File: config.mk
export PLATFORM = sky130hd
export DESIGN_NAME = string_to_integer_parser_flat
export DESIGN_NICKNAME = d
export VERILOG_FILES = /design/src/hw/rtl/stip_pkg.sv /design/src/hw/rtl/stip_if.sv /design/src/hw/rtl/stip_parse.sv /design/src/hw/rtl/stip_format.sv /design/src/hw/rtl/string_to_integer_parser.sv /design/src/flat_wrapper.sv
export SDC_FILE = /design/constraint.sdc
export NUM_CORES = 1
export LEC_CHECK = 0
export ABC_CLOCK_PERIOD_IN_PS = 10500
export CAP_MARGIN = 20
export CORE_MARGIN = 8
export CORE_UTILIZATION = 45
export DETAILED_ROUTE_END_ITERATION = 10
export DONT_BUFFER_PORTS = 1
export PLACE_DENSITY = 0.59
export SYNTH_ARGS = -nofsm -noshare
export SYNTH_HDL_FRONTEND = slang
export SYNTH_SLANG_ARGS = --single-unit
File: constraint.sdc
create_clock -name clk_i -period 10.5 [get_ports clk_i]
set_clock_uncertainty 0.2 [all_clocks]
set_input_delay 1.05 -clock clk_i [delete_from_list [all_inputs] [get_ports clk_i]]
set_output_delay 1.05 -clock clk_i [all_outputs]
set_load 0.005 [all_outputs]
File: src/hw/rtl/stip_pkg.sv
// Types, constants and helpers for the string to integer parser
`timescale 1ns / 1ps

package stip_pkg;

  localparam int unsigned VAL_W      = 64;
  localparam int unsigned CHAR_W     = 8;
  localparam int unsigned RADIX_W    = 6;
  localparam int unsigned CONS_W     = 8;
  localparam int unsigned CFG_IDX_W  = 2;
  localparam int unsigned CFG_DATA_W = 6;
  localparam int unsigned DIGIT_W    = 7;

  localparam logic [RADIX_W-1:0] RADIX_RST = 6'd10;
  localparam logic               SIGNED_RST = 1'b1;
  localparam logic [RADIX_W-1:0] BASE_AUTO = 6'd0;
  localparam logic [RADIX_W-1:0] BASE_ONE  = 6'd1;
  localparam logic [RADIX_W-1:0] BASE_OCT  = 6'd8;
  localparam logic [RADIX_W-1:0] BASE_DEC  = 6'd10;
  localparam logic [RADIX_W-1:0] BASE_HEX  = 6'd16;
  localparam logic [RADIX_W-1:0] BASE_MAX  = 6'd36;

  localparam logic [CONS_W-1:0]  CONS_MAX  = 8'hFF;
  localparam logic [DIGIT_W-1:0] NO_DIGIT  = 7'd99;

  localparam logic [CHAR_W-1:0] CH_TAB   = 8'h09;
  localparam logic [CHAR_W-1:0] CH_CR    = 8'h0D;
  localparam logic [CHAR_W-1:0] CH_SPACE = 8'h20;
  localparam logic [CHAR_W-1:0] CH_PLUS  = 8'h2B;
  localparam logic [CHAR_W-1:0] CH_MINUS = 8'h2D;
  localparam logic [CHAR_W-1:0] CH_ZERO  = 8'h30;
  localparam logic [CHAR_W-1:0] CH_NINE  = 8'h39;
  localparam logic [CHAR_W-1:0] CH_UA    = 8'h41;
  localparam logic [CHAR_W-1:0] CH_UX    = 8'h58;
  localparam logic [CHAR_W-1:0] CH_UZ    = 8'h5A;
  localparam logic [CHAR_W-1:0] CH_LA    = 8'h61;
  localparam logic [CHAR_W-1:0] CH_LX    = 8'h78;
  localparam logic [CHAR_W-1:0] CH_LZ    = 8'h7A;
  localparam logic [CHAR_W-1:0] LETTER_OFS = 8'd10;

  typedef enum logic [CFG_IDX_W-1:0] {
    CFG_RADIX  = 2'd0,
    CFG_SIGNED = 2'd1
  } cfg_idx_e;

  typedef enum logic [1:0] {
    ST_OK      = 2'd0,
    ST_NODIG   = 2'd1,
    ST_BADBASE = 2'd2
  } status_e;

  typedef enum logic [7:0] {
    PH_WS      = 8'b0000_0001,
    PH_SIGN    = 8'b0000_0010,
    PH_ZERO    = 8'b0000_0100,
    PH_XPFX    = 8'b0000_1000,
    PH_DIGITS  = 8'b0001_0000,
    PH_DONE    = 8'b0010_0000,
    PH_NONE    = 8'b0100_0000,
    PH_BADBASE = 8'b1000_0000
  } phase_e;

  // End-of-string record handed from the parser to the output formatter
  typedef struct packed {
    status_e           status;
    logic [VAL_W-1:0]  acc;
    logic              neg;
    logic              ovf;
    logic              sgn;
    logic [CONS_W-1:0] consumed;
  } fin_t;

  // Digit value of a character in any base up to 36, NO_DIGIT otherwise
  function automatic logic [DIGIT_W-1:0] digit_of(input logic [CHAR_W-1:0] c);
    logic [DIGIT_W-1:0] d;
    d = NO_DIGIT;
    if (c >= CH_ZERO && c <= CH_NINE) begin
      d = DIGIT_W'(c - CH_ZERO);
    end else if (c >= CH_LA && c <= CH_LZ) begin
      d = DIGIT_W'(c - CH_LA + LETTER_OFS);
    end else if (c >= CH_UA && c <= CH_UZ) begin
      d = DIGIT_W'(c - CH_UA + LETTER_OFS);
    end
    return d;
  endfunction

endpackage

File: src/hw/rtl/stip_if.sv
// Channel interfaces of the string to integer parser
`timescale 1ns / 1ps

interface stip_in_if;
  logic                          valid;
  logic                          ready;
  logic [stip_pkg::CHAR_W-1:0]   char_code;
  logic                          last_char;

  modport source (output valid, char_code, last_char, input ready);
  modport sink   (input valid, char_code, last_char, output ready);
endinterface

interface stip_out_if;
  logic                          valid;
  logic                          ready;
  logic [stip_pkg::VAL_W-1:0]    value;
  logic [stip_pkg::CONS_W-1:0]   consumed;
  logic                          overflowed;
  logic [1:0]                    status;

  modport source (output valid, value, consumed, overflowed, status, input ready);
  modport sink   (input valid, value, consumed, overflowed, status, output ready);
endinterface

interface stip_cfg_if;
  logic                            valid;
  logic                            ready;
  logic [stip_pkg::CFG_IDX_W-1:0]  index;
  logic [stip_pkg::CFG_DATA_W-1:0] data;

  modport source (output valid, index, data, input ready);
  modport sink   (input valid, index, data, output ready);
endinterface

File: src/hw/rtl/stip_parse.sv
// Per-character parse state and digit accumulation
`timescale 1ns / 1ps

module stip_parse #(
  parameter int unsigned MAX_STRING_LEN = 255,
  parameter int unsigned VALUE_WIDTH    = 64
) (
  input  logic                           clk_i,
  input  logic                           rst_ni,
  input  logic                           step_i,
  input  logic [stip_pkg::CHAR_W-1:0]    char_i,
  input  logic                           last_i,
  input  logic [stip_pkg::RADIX_W-1:0]   radix_i,
  output stip_pkg::fin_t                 fin_o
);

  localparam int unsigned CntW  = $clog2(MAX_STRING_LEN + 1);
  localparam int unsigned ExtW  = CntW + stip_pkg::CONS_W;
  localparam int unsigned ProdW = VALUE_WIDTH + stip_pkg::RADIX_W;
  localparam logic [CntW-1:0] MaxCnt = CntW'(MAX_STRING_LEN);

  stip_pkg::phase_e                 phase_q, phase_c, phase_n;
  logic [VALUE_WIDTH-1:0]           acc_q, acc_n;
  logic                             neg_q, neg_n;
  logic                             ovf_q, ovf_n;
  logic [CntW-1:0]                  cnt_q, cnt_n;
  logic [CntW-1:0]                  dend_q, dend_n;
  logic [stip_pkg::RADIX_W-1:0]     base_q, base_c, base_n;
  logic [stip_pkg::DIGIT_W-1:0]     dig, take_d;
  logic                             take, begin_num, is_ws;
  logic [ProdW-1:0]                 prod;
  logic [ExtW-1:0]                  dend_ext;

  assign dig   = stip_pkg::digit_of(char_i);
  assign is_ws = (char_i == stip_pkg::CH_SPACE) ||
                 (char_i >= stip_pkg::CH_TAB && char_i <= stip_pkg::CH_CR);

  always_comb begin
    // first character of a string latches the base
    if (cnt_q == '0) begin
      base_c  = radix_i;
      phase_c = (radix_i == stip_pkg::BASE_ONE || radix_i > stip_pkg::BASE_MAX) ?
                stip_pkg::PH_BADBASE : stip_pkg::PH_WS;
    end else begin
      base_c  = base_q;
      phase_c = phase_q;
    end
    base_n    = base_c;
    phase_n   = phase_c;
    neg_n     = neg_q;
    take      = 1'b0;
    take_d    = dig;
    begin_num = 1'b0;
    cnt_n     = (cnt_q < MaxCnt) ? cnt_q + CntW'(1) : cnt_q;

    unique case (phase_c)
      stip_pkg::PH_WS: begin
        if (is_ws) begin
          phase_n = stip_pkg::PH_WS;
        end else if (char_i == stip_pkg::CH_MINUS) begin
          neg_n   = 1'b1;
          phase_n = stip_pkg::PH_SIGN;
        end else if (char_i == stip_pkg::CH_PLUS) begin
          phase_n = stip_pkg::PH_SIGN;
        end else begin
          begin_num = 1'b1;
        end
      end
      stip_pkg::PH_SIGN: begin
        begin_num = 1'b1;
      end
      stip_pkg::PH_ZERO: begin
        if (char_i == stip_pkg::CH_LX || char_i == stip_pkg::CH_UX) begin
          base_n  = stip_pkg::BASE_HEX;
          phase_n = stip_pkg::PH_XPFX;
        end else if (dig < {1'b0, base_c}) begin
          take    = 1'b1;
          phase_n = stip_pkg::PH_DIGITS;
        end else begin
          phase_n = stip_pkg::PH_DONE;
        end
      end
      stip_pkg::PH_XPFX, stip_pkg::PH_DIGITS: begin
        if (dig < {1'b0, base_c}) begin
          take    = 1'b1;
          phase_n = stip_pkg::PH_DIGITS;
        end else begin
          phase_n = stip_pkg::PH_DONE;
        end
      end
      stip_pkg::PH_DONE, stip_pkg::PH_NONE, stip_pkg::PH_BADBASE: begin
        phase_n = phase_c;
      end
    endcase

    // a leading zero under auto or hex base counts as a digit
    if (begin_num) begin
      if (char_i == stip_pkg::CH_ZERO &&
          (base_c == stip_pkg::BASE_AUTO || base_c == stip_pkg::BASE_HEX)) begin
        base_n  = (base_c == stip_pkg::BASE_AUTO) ? stip_pkg::BASE_OCT : base_c;
        take    = 1'b1;
        take_d  = '0;
        phase_n = stip_pkg::PH_ZERO;
      end else begin
        base_n = (base_c == stip_pkg::BASE_AUTO) ? stip_pkg::BASE_DEC : base_c;
        if (dig < {1'b0, base_n}) begin
          take    = 1'b1;
          phase_n = stip_pkg::PH_DIGITS;
        end else begin
          phase_n = stip_pkg::PH_NONE;
        end
      end
    end
  end

  // one multiply-add by the base; the top bits flag a value past the width
  assign prod = ProdW'(acc_q) * ProdW'(base_n) + ProdW'(take_d);

  always_comb begin
    acc_n  = acc_q;
    ovf_n  = ovf_q;
    dend_n = dend_q;
    if (take) begin
      if (!ovf_q) begin
        if (prod[ProdW-1:VALUE_WIDTH] != '0) begin
          ovf_n = 1'b1;
        end else begin
          acc_n = prod[VALUE_WIDTH-1:0];
        end
      end
      dend_n = cnt_n;
    end
  end

  assign dend_ext = ExtW'(dend_n);

  always_comb begin
    fin_o = '0;
    if (phase_n == stip_pkg::PH_BADBASE) begin
      fin_o.status = stip_pkg::ST_BADBASE;
    end else if (phase_n == stip_pkg::PH_WS || phase_n == stip_pkg::PH_SIGN ||
                 phase_n == stip_pkg::PH_NONE) begin
      fin_o.status = stip_pkg::ST_NODIG;
    end else begin
      fin_o.status = stip_pkg::ST_OK;
    end
    fin_o.acc      = stip_pkg::VAL_W'(acc_n);
    fin_o.neg      = neg_n;
    fin_o.ovf      = ovf_n;
    fin_o.consumed = (dend_ext > ExtW'(stip_pkg::CONS_MAX)) ?
                     stip_pkg::CONS_MAX : dend_ext[stip_pkg::CONS_W-1:0];
  end

  always_ff @(posedge clk_i or negedge rst_ni) begin
    if (!rst_ni) begin
      phase_q <= stip_pkg::PH_WS;
      acc_q   <= '0;
      neg_q   <= 1'b0;
      ovf_q   <= 1'b0;
      cnt_q   <= '0;
      dend_q  <= '0;
      base_q  <= '0;
    end else if (step_i) begin
      if (last_i) begin
        phase_q <= stip_pkg::PH_WS;
        acc_q   <= '0;
        neg_q   <= 1'b0;
        ovf_q   <= 1'b0;
        cnt_q   <= '0;
        dend_q  <= '0;
        base_q  <= '0;
      end else begin
        phase_q <= phase_n;
        acc_q   <= acc_n;
        neg_q   <= neg_n;
        ovf_q   <= ovf_n;
        cnt_q   <= cnt_n;
        dend_q  <= dend_n;
        base_q  <= base_n;
      end
    end
  end

endmodule

File: src/hw/rtl/stip_format.sv
// Sign handling, saturation and status masking of a finished string
`timescale 1ns / 1ps

module stip_format #(
  parameter int unsigned VALUE_WIDTH = 64
) (
  input  stip_pkg::fin_t                 fin_i,
  output logic [stip_pkg::VAL_W-1:0]     value_o,
  output logic [stip_pkg::CONS_W-1:0]    consumed_o,
  output logic                           overflowed_o,
  output stip_pkg::status_e              status_o
);

  localparam logic [VALUE_WIDTH-1:0] SMax = {1'b0, {(VALUE_WIDTH-1){1'b1}}};
  localparam logic [VALUE_WIDTH-1:0] SMin = {1'b1, {(VALUE_WIDTH-1){1'b0}}};
  localparam logic [VALUE_WIDTH-1:0] UMax = {VALUE_WIDTH{1'b1}};

  logic [VALUE_WIDTH-1:0] acc, negated, lim, v;
  logic                   ov;

  assign acc     = fin_i.acc[VALUE_WIDTH-1:0];
  assign negated = '0 - acc;
  assign lim     = fin_i.neg ? SMin : SMax;

  always_comb begin
    if (fin_i.sgn) begin
      ov = fin_i.ovf || (acc > lim);
      v  = ov ? (fin_i.neg ? SMin : SMax) : (fin_i.neg ? negated : acc);
    end else begin
      ov = fin_i.ovf;
      v  = ov ? UMax : (fin_i.neg ? negated : acc);
    end
    status_o = fin_i.status;
    if (fin_i.status == stip_pkg::ST_OK) begin
      value_o      = stip_pkg::VAL_W'(v);
      consumed_o   = fin_i.consumed;
      overflowed_o = ov;
    end else begin
      value_o      = '0;
      consumed_o   = '0;
      overflowed_o = 1'b0;
    end
  end

endmodule

File: src/hw/rtl/string_to_integer_parser.sv
// String to integer parser: strtol / strtoul over a character stream
//
// in_ch_i carries one character per request; last_char marks the end of a
// string. Each string gives exactly one request on out_ch_o with the
// value, the characters consumed, an overflow flag and a status code.
// cfg_ch_i writes radix (index 0) and signed_mode (index 1); it is always
// ready and should only be used between strings.
// Throughput: one character per cycle, strings back to back, as long as
// each end of string finds room downstream. The path per character is
// one multiply-add of the accumulator by the base. A string's result
// passes the input register, parse stage and output register in turn.
// Reset clears the parse state and all stages; radix returns to 10 and
// signed_mode to 1. No clearing pass is needed.
// When the receiver stalls the result holds in the output register; one
// more finished string waits in the middle stage, and characters keep
// flowing until a further end of string has nowhere to go.
`timescale 1ns / 1ps

module string_to_integer_parser #(
  parameter int unsigned MAX_STRING_LEN = 255,
  parameter int unsigned VALUE_WIDTH    = 64
) (
  input  logic        clk_i,
  input  logic        rst_ni,
  stip_in_if.sink     in_ch_i,
  stip_out_if.source  out_ch_o,
  stip_cfg_if.sink    cfg_ch_i
);

  logic [stip_pkg::RADIX_W-1:0] radix_q;
  logic                         signed_q;

  logic                         v1_q, last_q;
  logic [stip_pkg::CHAR_W-1:0]  char_q;
  logic                         v2_q;
  stip_pkg::fin_t               fin_c, fin_d, fin_q;
  logic                         v3_q;
  logic [stip_pkg::VAL_W-1:0]   value_d, value_q;
  logic [stip_pkg::CONS_W-1:0]  cons_d, cons_q;
  logic                         ovf_d, ovf_q;
  stip_pkg::status_e            status_d, status_q;

  logic en3, en2, s1_go, in_ready;

  // configuration registers
  assign cfg_ch_i.ready = 1'b1;

  always_ff @(posedge clk_i or negedge rst_ni) begin
    if (!rst_ni) begin
      radix_q  <= stip_pkg::RADIX_RST;
      signed_q <= stip_pkg::SIGNED_RST;
    end else if (cfg_ch_i.valid) begin
      unique case (cfg_ch_i.index)
        stip_pkg::CFG_RADIX:  radix_q  <= cfg_ch_i.data[stip_pkg::RADIX_W-1:0];
        stip_pkg::CFG_SIGNED: signed_q <= cfg_ch_i.data[0];
        default: ;
      endcase
    end
  end

  // stage flow: a non-final character needs no room downstream
  assign en3      = !v3_q || out_ch_o.ready;
  assign en2      = !v2_q || en3;
  assign s1_go    = v1_q && (!last_q || en2);
  assign in_ready = !v1_q || s1_go;
  assign in_ch_i.ready = in_ready;

  always_ff @(posedge clk_i or negedge rst_ni) begin
    if (!rst_ni) begin
      v1_q <= 1'b0;
      v2_q <= 1'b0;
      v3_q <= 1'b0;
    end else begin
      if (in_ready) v1_q <= in_ch_i.valid;
      if (en2)      v2_q <= s1_go && last_q;
      if (en3)      v3_q <= v2_q;
    end
  end

  always_ff @(posedge clk_i) begin
    if (in_ready && in_ch_i.valid) begin
      char_q <= in_ch_i.char_code;
      last_q <= in_ch_i.last_char;
    end
    if (s1_go && last_q) begin
      fin_q <= fin_d;
    end
    if (en3 && v2_q) begin
      value_q  <= value_d;
      cons_q   <= cons_d;
      ovf_q    <= ovf_d;
      status_q <= status_d;
    end
  end

  stip_parse #(
    .MAX_STRING_LEN (MAX_STRING_LEN),
    .VALUE_WIDTH    (VALUE_WIDTH)
  ) u_parse (
    .clk_i   (clk_i),
    .rst_ni  (rst_ni),
    .step_i  (s1_go),
    .char_i  (char_q),
    .last_i  (last_q),
    .radix_i (radix_q),
    .fin_o   (fin_c)
  );

  // signedness is taken at the end of the string
  always_comb begin
    fin_d     = fin_c;
    fin_d.sgn = signed_q;
  end

  stip_format #(
    .VALUE_WIDTH (VALUE_WIDTH)
  ) u_format (
    .fin_i        (fin_q),
    .value_o      (value_d),
    .consumed_o   (cons_d),
    .overflowed_o (ovf_d),
    .status_o     (status_d)
  );

  assign out_ch_o.valid      = v3_q;
  assign out_ch_o.value      = value_q;
  assign out_ch_o.consumed   = cons_q;
  assign out_ch_o.overflowed = ovf_q;
  assign out_ch_o.status     = status_q;

endmodule

File: src/flat_wrapper.sv
// flat-port wrapper written by rule: the top's interface ports become plain ports
module string_to_integer_parser_flat 
#(
  parameter int unsigned MAX_STRING_LEN = 255,
  parameter int unsigned VALUE_WIDTH    = 64
)
  (clk_i, rst_ni, in_ch_i_valid, in_ch_i_char_code, in_ch_i_last_char, in_ch_i_ready, out_ch_o_valid, out_ch_o_value, out_ch_o_consumed, out_ch_o_overflowed, out_ch_o_status, out_ch_o_ready, cfg_ch_i_valid, cfg_ch_i_index, cfg_ch_i_data, cfg_ch_i_ready);
  stip_in_if in_ch_i_i ();
  stip_out_if out_ch_o_i ();
  stip_cfg_if cfg_ch_i_i ();
  input  logic clk_i;
  input  logic rst_ni;
  input wire logic [$bits(in_ch_i_i.valid)-1:0] in_ch_i_valid;
  input wire logic [$bits(in_ch_i_i.char_code)-1:0] in_ch_i_char_code;
  input wire logic [$bits(in_ch_i_i.last_char)-1:0] in_ch_i_last_char;
  output wire logic [$bits(in_ch_i_i.ready)-1:0] in_ch_i_ready;
  output wire logic [$bits(out_ch_o_i.valid)-1:0] out_ch_o_valid;
  output wire logic [$bits(out_ch_o_i.value)-1:0] out_ch_o_value;
  output wire logic [$bits(out_ch_o_i.consumed)-1:0] out_ch_o_consumed;
  output wire logic [$bits(out_ch_o_i.overflowed)-1:0] out_ch_o_overflowed;
  output wire logic [$bits(out_ch_o_i.status)-1:0] out_ch_o_status;
  input wire logic [$bits(out_ch_o_i.ready)-1:0] out_ch_o_ready;
  input wire logic [$bits(cfg_ch_i_i.valid)-1:0] cfg_ch_i_valid;
  input wire logic [$bits(cfg_ch_i_i.index)-1:0] cfg_ch_i_index;
  input wire logic [$bits(cfg_ch_i_i.data)-1:0] cfg_ch_i_data;
  output wire logic [$bits(cfg_ch_i_i.ready)-1:0] cfg_ch_i_ready;
  assign in_ch_i_i.valid = in_ch_i_valid;
  assign in_ch_i_i.char_code = in_ch_i_char_code;
  assign in_ch_i_i.last_char = in_ch_i_last_char;
  assign in_ch_i_ready = in_ch_i_i.ready;
  assign out_ch_o_valid = out_ch_o_i.valid;
  assign out_ch_o_value = out_ch_o_i.value;
  assign out_ch_o_consumed = out_ch_o_i.consumed;
  assign out_ch_o_overflowed = out_ch_o_i.overflowed;
  assign out_ch_o_status = out_ch_o_i.status;
  assign out_ch_o_i.ready = out_ch_o_ready;
  assign cfg_ch_i_i.valid = cfg_ch_i_valid;
  assign cfg_ch_i_i.index = cfg_ch_i_index;
  assign cfg_ch_i_i.data = cfg_ch_i_data;
  assign cfg_ch_i_ready = cfg_ch_i_i.ready;
  string_to_integer_parser #(.MAX_STRING_LEN(MAX_STRING_LEN), .VALUE_WIDTH(VALUE_WIDTH)) u_core (.clk_i(clk_i), .rst_ni(rst_ni), .in_ch_i(in_ch_i_i), .out_ch_o(out_ch_o_i), .cfg_ch_i(cfg_ch_i_i));
endmodule
==> summary.md, run 1 <==
| Metric | Value |
|---|---|
| Status | completed |
| CP Launch Type | flip-flop |
| Clk buf depth | 3 |
| Maximum Capacitance Violations | 0 |
| Clock sinks | 267 |
| GP Congestion | approximately 0.92 |
| Crit-path slowest cell | nor4b_1 |
| Final hold violation count | 0 |
| Post-Synth XOR/XNOR Area | 4.25% |
| Main combinational cell family by area after synthesis | adder cells |
| Area added between synthesis and finish | 6.48% |
| Hold Path Class | input port to async pin |
| Post-synth top cells | and2_1, nand2_1, fa_1 |
| Setup bufs post-CTS | 0 |
| Vias in the first global route | 21.8k |
| Placement Rows | 90 |
| Distinct cells, synth | 90 |
| Worst EP required | 10,640 ps |
| GR Overflow Total | 0 |
| Critical path launch point | u_core.u_parse.cnt_q[0] |
| Post-Syn Instances | 2,796 |
| ANT nets after route | 0 |
| Syn Nets | about 3.3k |
| Worst slew pin tran | 1040 ps |
| Post-synthesis mux area share | 1.06% |
| Ports | 100 |
| FF-to-FF Start | u_core.u_parse.cnt_q[0] |
| Post-DP HPWL | 58.8 mm |
| Post-synth ARST share | 39.7% |
| Antenna violations before repair | 1 |
| Layout Nets | 3,217 |
| Synth Area in Adders | 29.0% |
| Total GRT Usage | 21.6% |
| Port Buffer Count | 0 |
| WHS | 91.1 ps |
| RSZ-0062 raised after global routing | false |
| Fin. max-slew vios | 0 |
| Die height | 263 µm |
| Worst-path maximum fanout | 32 |
| Diode count | 0 |
| Simple-gate share of the synthesized area | roughly 20% |
| Per-cell routed wire length | 21.5 µm |
| CTS tree | done |
| Reg2Reg Capture Point | u_core.fin_q[70] |
| Worst endpoint data arrival time | 10,110 ps |
| Layout cells sized above 1 | 4.90% |
| Drt initial violations | 1,483 |
| Tcrit/Tclk final | approximately 95% |
| CP peak stage delay | 830 ps |
| Power Density | 105 nW/µm² |
| CP Class | flip-flop to flip-flop |
| Reg2Reg Depth | 30 |
| Clock Latency Late Sink | 600 ps |
| Leak Pwr | 13.7 nW |
| Worst slew margin | between 30% and 40% |
| Core area | 60,200 µm² |
| Vias | 20.8k |
| Compound-Gate Fraction of Synth Area | approximately 15% |
| Sequential fraction of the synthesis area | 27.3% |
| Setup TNS | 0 ps |
| Avg Inst Size Synth | 9.81 µm² |
| Total CTS buffers | 29 |
| Initial core utilization | 45.5% |
| Post-Route WL | 75.5 mm |
| Fill cells | 5,455 |
| Total Power | between 0.003 and 0.004 W |
| Number of synthesized flops with an enable pin | 161 |
| Max Fclk | 100 MHz |
| Deepest level of the CTS H-tree | 1 |
| DRT Pass-1 Iters | 8 |
| DRC | 0 |
| Most frequent CP cell | inv_1 |
| Die Wd | 263 µm |
| Largest vdd supply drop | 0.000110 V |
| Ys Warns | 0 |
| Tmin final | 9970 ps |
| Synth area leaders | fa_1, edfxtp_1, ha_1 |
| Die ar. | 69,100 µm² |
| Vias per inst | 5.91 |
| Worst R2R Setup Slack | 530 ps |
| Crit. End Element | flip-flop |
| CTS root buf | clkbuf_16 |
| Top-count cell post-synth | and2_1 |
| First-pass GRT wire length | 122 mm |
| Mapped cell area | between 20,000 and 30,000 µm² |
| Clock Pin Slew Worst Setup and Hold Paths | 60 ps |
| Post-synthesis register bit count | 267 |
| Largest area contributor in the netlist | fa_1 |
| Synth top area share | a little under a fifth |
| Largest net degree at the start of global routing | 103 |
| Top FF cell, synth | edfxtp_1 |
| Setup Viol. Count Final | 0 |
-- report_power, final --
group | switching [W] | total (W) | internal (W)
registers | 0.0000725 | 0.00128 | 0.00121
clock network | 0.000460 | 0.00111 | 0.000646
logic | 0.000497 | 0.000681 | 0.000184
total | 0.00103 | 0.00307 | 0.00204
-- cell usage in the layout (no fill, tap or decap), drive strengths merged, types with 30 or more instances in the layout --
| master | n |
|---|---|
| and2 | 388 |
| nand2 | 331 |
| fa | 253 |
| ha | 230 |
| a21oi | 200 |
| edfxtp | 161 |
| o21ai | 120 |
| dfrtp | 102 |
| inv | 101 |
| nor2 | 89 |
| xor2 | 78 |
| a22o | 78 |
| xnor2 | 55 |
| a21o | 51 |
| nand4 | 44 |
| clkbuf | 36 |
| nor3 | 30 |
-- sequential cells by signal, indices dropped and copies added (netlist names) --
register / flops
u_core.u_parse.acc_q: 64
u_core.u_parse.phase_q: 8
u_core.char_q: 8
u_core.signed_q: 1
u_core.u_parse.neg_q: 1
u_core.u_parse.cnt_q: 8
u_core.out_ch_o.consumed: 8
u_core.v2_q: 1
u_core.v1_q: 1
u_core.out_ch_o.overflowed: 1
u_core.u_parse.dend_q: 8
u_core.u_parse.ovf_q: 1
u_core.out_ch_o.value: 64
u_core.last_q: 1
u_core.out_ch_o.status: 2
u_core.out_ch_o.valid: 1
u_core.radix_q: 6
u_core.u_parse.base_q: 6
u_core.fin_q: 77
-- stage by stage --
step / instances / instance area, µm² / utilization, % / setup WS, ps
after global placement: 3461 / 28100 / 46.6 / 672
final: 3517 / 29200 / 48.5 / 529
after global routing: 3517 / 29200 / 48.5 / 69.0
after detailed placement: 3461 / 28100 / 46.6 / 477
after floorplan: 2796 / 27400 / - / 2160
after CTS: 3516 / 29100 / 48.4 / 419
-- critical path: cells and delay by family, from the launching register on --
family          cells  cell delay [ps]
flops               1              430
simple gates        7             2840
buf+inv             6              550
fa+ha+maj           6             2570
compound gates      9             2530
xor+xnor            1              240
mux                 1              330
-- per-layer routing --
| layer | global-route usage [%] | vias up | wire length, µm |
|---|---|---|---|
| li1 | - | 9652 | - |
| met1 | 30.0 | 10400 | 34100 |
| met2 | 35.7 | 611 | 35100 |
| met3 | 2.56 | 132 | 4250 |
| met4 | 5.68 | 0 | 2000 |
| met5 | 0 | - | 0 |
-- cell families after synthesis --
kind of cell               Yosys count
AOI/OAI and AO/OA                  617
buffers and inverters              238
muxes                               27
xor gates and xnor gates           133
DFF                                267
other                                1
and+or+nand+nor                   1030
adders and majority gates          483
-- what timing repair did --
action | in CTS | in global routing
hold endpoints to repair | 102 | 0
resized for setup | 0 | 7
hold buffers | 1 | 0
endpoints found under the setup margin | 0 | 95
-- how the worst max path moves through the flow --
stage                               end  slack, ps  depth (start not counted)
2_1_floorplan          u_core.fin_q[37]       2160                         35
3_3_place_gp   u_core.u_parse.acc_q[25]        670                         27
3_5_place_dp           u_core.fin_q[26]        480                         28
4_1_cts                u_core.fin_q[26]        420                         28
5_1_grt                u_core.fin_q[26]         70                         28
6_report               u_core.fin_q[70]        530                         30
-- final cells by class --
cell class | count | area, µm² | share of cell area, %
multi-input combinational | 2292 | 19100 | 65.3
timing repair buffer | 26 | 256 | 0.879
clock buffer | 36 | 836 | 2.86
inverter | 96 | 360 | 1.23
clock inverter | 18 | 205 | 0.703
sequential | 267 | 7490 | 25.7
tap | 782 | 978 | 3.35
No activity file was read; power rests on OpenSTA's default activity.
==> run 2, diff against run 1 <==
--- a/config.mk
+++ b/config.mk
@@ -8,10 +8,10 @@
 export ABC_CLOCK_PERIOD_IN_PS = 10500
 export CAP_MARGIN = 20
 export CORE_MARGIN = 8
-export CORE_UTILIZATION = 45
+export CORE_UTILIZATION = 30
 export DETAILED_ROUTE_END_ITERATION = 10
 export DONT_BUFFER_PORTS = 1
-export PLACE_DENSITY = 0.59
+export PLACE_DENSITY = 0.43
 export SYNTH_ARGS = -nofsm -noshare
 export SYNTH_HDL_FRONTEND = slang
 export SYNTH_SLANG_ARGS = --single-unit
==> summary.md, run 2 (synthesized netlist as in run 1, its figures left out) <==
| Metric | Value |
|---|---|
| Max Fclk | 101 MHz |
| Layout cells sized above 1 | 5.03% |
| Die ar. | between 100,000 and 150,000 µm² |
| GP Congestion | 0.884 |
| Tmin final | between 9000 and 10,000 ps |
| Post-place setup slack | 626 ps |
| Clock Pin Slew Worst Setup and Hold Paths | 60 ps |
| Worst-path maximum fanout | 34 |
| First-pass GRT wire length | around 130 mm |
| Core area | 91,100 µm² |
| Layout Nets | 3,226 |
| Worst slew pin tran | 923 ps |
| Initial core utilization | 30.1% |
| Vias in the first global route | 22.2k |
| Area added between synthesis and finish | 8.28% |
| Post-Route WL | 82.0 mm |
| Fin. max-slew vios | 0 |
| CP Launch Type | flip-flop |
| Tcrit/Tclk final | 93.9% |
| Setup Viol. Count Final | 0 |
| Clk buf depth | 3 |
| Area post-placement | 28,600 µm² |
| Port Buffer Count | 0 |
| Clock sinks | between 200 and 300 |
| Vias | 20.6k |
| Antenna violations before repair | 0 |
| Status | completed |
| Clock Latency Late Sink | 620 ps |
| CP Class | flip-flop to flip-flop |
| GR Overflow Total | 0 |
| Fin area | 29,700 µm² |
| Drt initial violations | 1,419 |
| Leak Pwr | roughly 14 nW |
| CTS root buf | clkbuf_16 |
| DRC | 0 |
| Worst endpoint data arrival time | 10,200 ps |
| Setup TNS | 0 ps |
| Ports | 100 |
| Per-cell routed wire length | roughly 21 µm |
| Largest net degree at the start of global routing | 103 |
| Post-DP HPWL | 64.7 mm |
| RSZ-0062 raised after global routing | false |
| Worst EP required | 10,840 ps |
| Crit-path slowest cell | and4_4 |
| Hold Path Class | input port to async pin |
| Maximum Capacitance Violations | 0 |
| Largest vdd supply drop | 0.000131 V |
| Setup bufs post-CTS | 0 |
| CTS tree | done |
| Total GRT Usage | between 10% and 20% |
| CP peak stage delay | approximately 580 ps |
| DRT Pass-1 Iters | 5 |
| Most frequent cells in the layout | and2_1, nand2_1, fa_1 |
| Power Density | 104 nW/µm² |
| Placement Rows | 111 |
| Total CTS buffers | 31 |
| Largest register FFs | 77 |
| Commonest non-fill, non-tap cell in the layout | and2_1 |
| Worst slew margin | roughly two fifths |
| Die Wd | 318 µm |
| Top reg by flops | u_core.fin_q |
| Vias per inst | 5.25 |
| Final worst slack | between 600 and 700 ps |
| Die height | 318 µm |
| Deepest level of the CTS H-tree | 1 |
| ANT nets after route | 0 |
| Final hold violation count | 0 |
| Crit. End Element | flip-flop |
-- run 2: cell count changes in the layout (fill, tap and decap cells not counted), sizes merged --
cell    change
and4        -1
diode       +1
clkinv      +1
inv         -3
buf         +8
clkbuf      +6
-- run 2: power by group --
group | switching, W | internal (W) | leakage [nW]
Combinational | 0.000509 | 0.000186 | 10.2
Clock | 0.000468 | 0.000645 | 0.502
Sequential | 0.0000761 | 0.00121 | 2.99
Total | 0.00105 | 0.00204 | 13.7
-- run 2: repair_timing --
action / in CTS / in global routing
hold endpoints to repair: 102 / 0
gates resized for setup: 0 / 1
endpoints found under the setup margin: 0 / 62
hold buffers: 1 / 0
-- run 2: per-layer routing --
metal,share of wire [%],vias to the layer above,global-route usage [%],wire (µm)
met5,0,-,0,0
met4,2.0,0,3.65,1680
met3,3.5,100,1.21,2840
met2,48,461,27.3,39400
met1,46,10400,21.7,38100
li1,-,9655,-,-
-- run 2: per-stage QoR --
stage	hold WS, ps	utilization, %	std cells	power, W
finish	68.8	32.6	3933	0.00309
floorplan	227	-	2796	0.00170
CTS	14.8	32.6	3932	0.00314
global route	27.9	32.6	3932	0.00325
global placement	240	31.4	3873	0.00198
detailed placement	255	31.4	3873	0.00199
-- run 2: worst paths after layout --
kind	slack (ps)	start	end	cells past startpoint
worst min register to register	260	u_core.fin_q[75]	u_core.out_ch_o.status[0]	0
worst min-delay path	70	rst_ni	u_core.u_parse.phase_q[0]	0
worst max register to register	640	u_core.u_parse.cnt_q[0]	u_core.u_parse.acc_q[40]	32
worst max-delay path	640	u_core.u_parse.cnt_q[0]	u_core.u_parse.acc_q[40]	32
min in group clk_i	260	u_core.fin_q[75]	u_core.out_ch_o.status[0]	0
max in group asynchronous	9430	rst_ni	u_core.u_parse.acc_q[22]	1
-- run 2: critical path: cells and delay by family, from the launching register on --
| family | cells | cell delay (ps) |
|---|---|---|
| AOI/OAI and AO/OA | 10 | 3070 |
| buffers and inverters | 7 | 1140 |
| xor gates and xnor gates | 1 | 110 |
| adders and majority gates | 6 | 2580 |
| and+or+nand+nor | 8 | 2160 |
| DFF | 1 | 440 |
-- run 2: cell type report --
class                   instances  area, µm²
repair buffers                 34        300
multi-input cells            2291      19000
inverters                      96        360
diodes                          1       2.50
clock inverters                16        174
well taps                    1186       1480
clock buffers                  42        857
flip-flops and latches        267       7490
fillers                      9296      61400
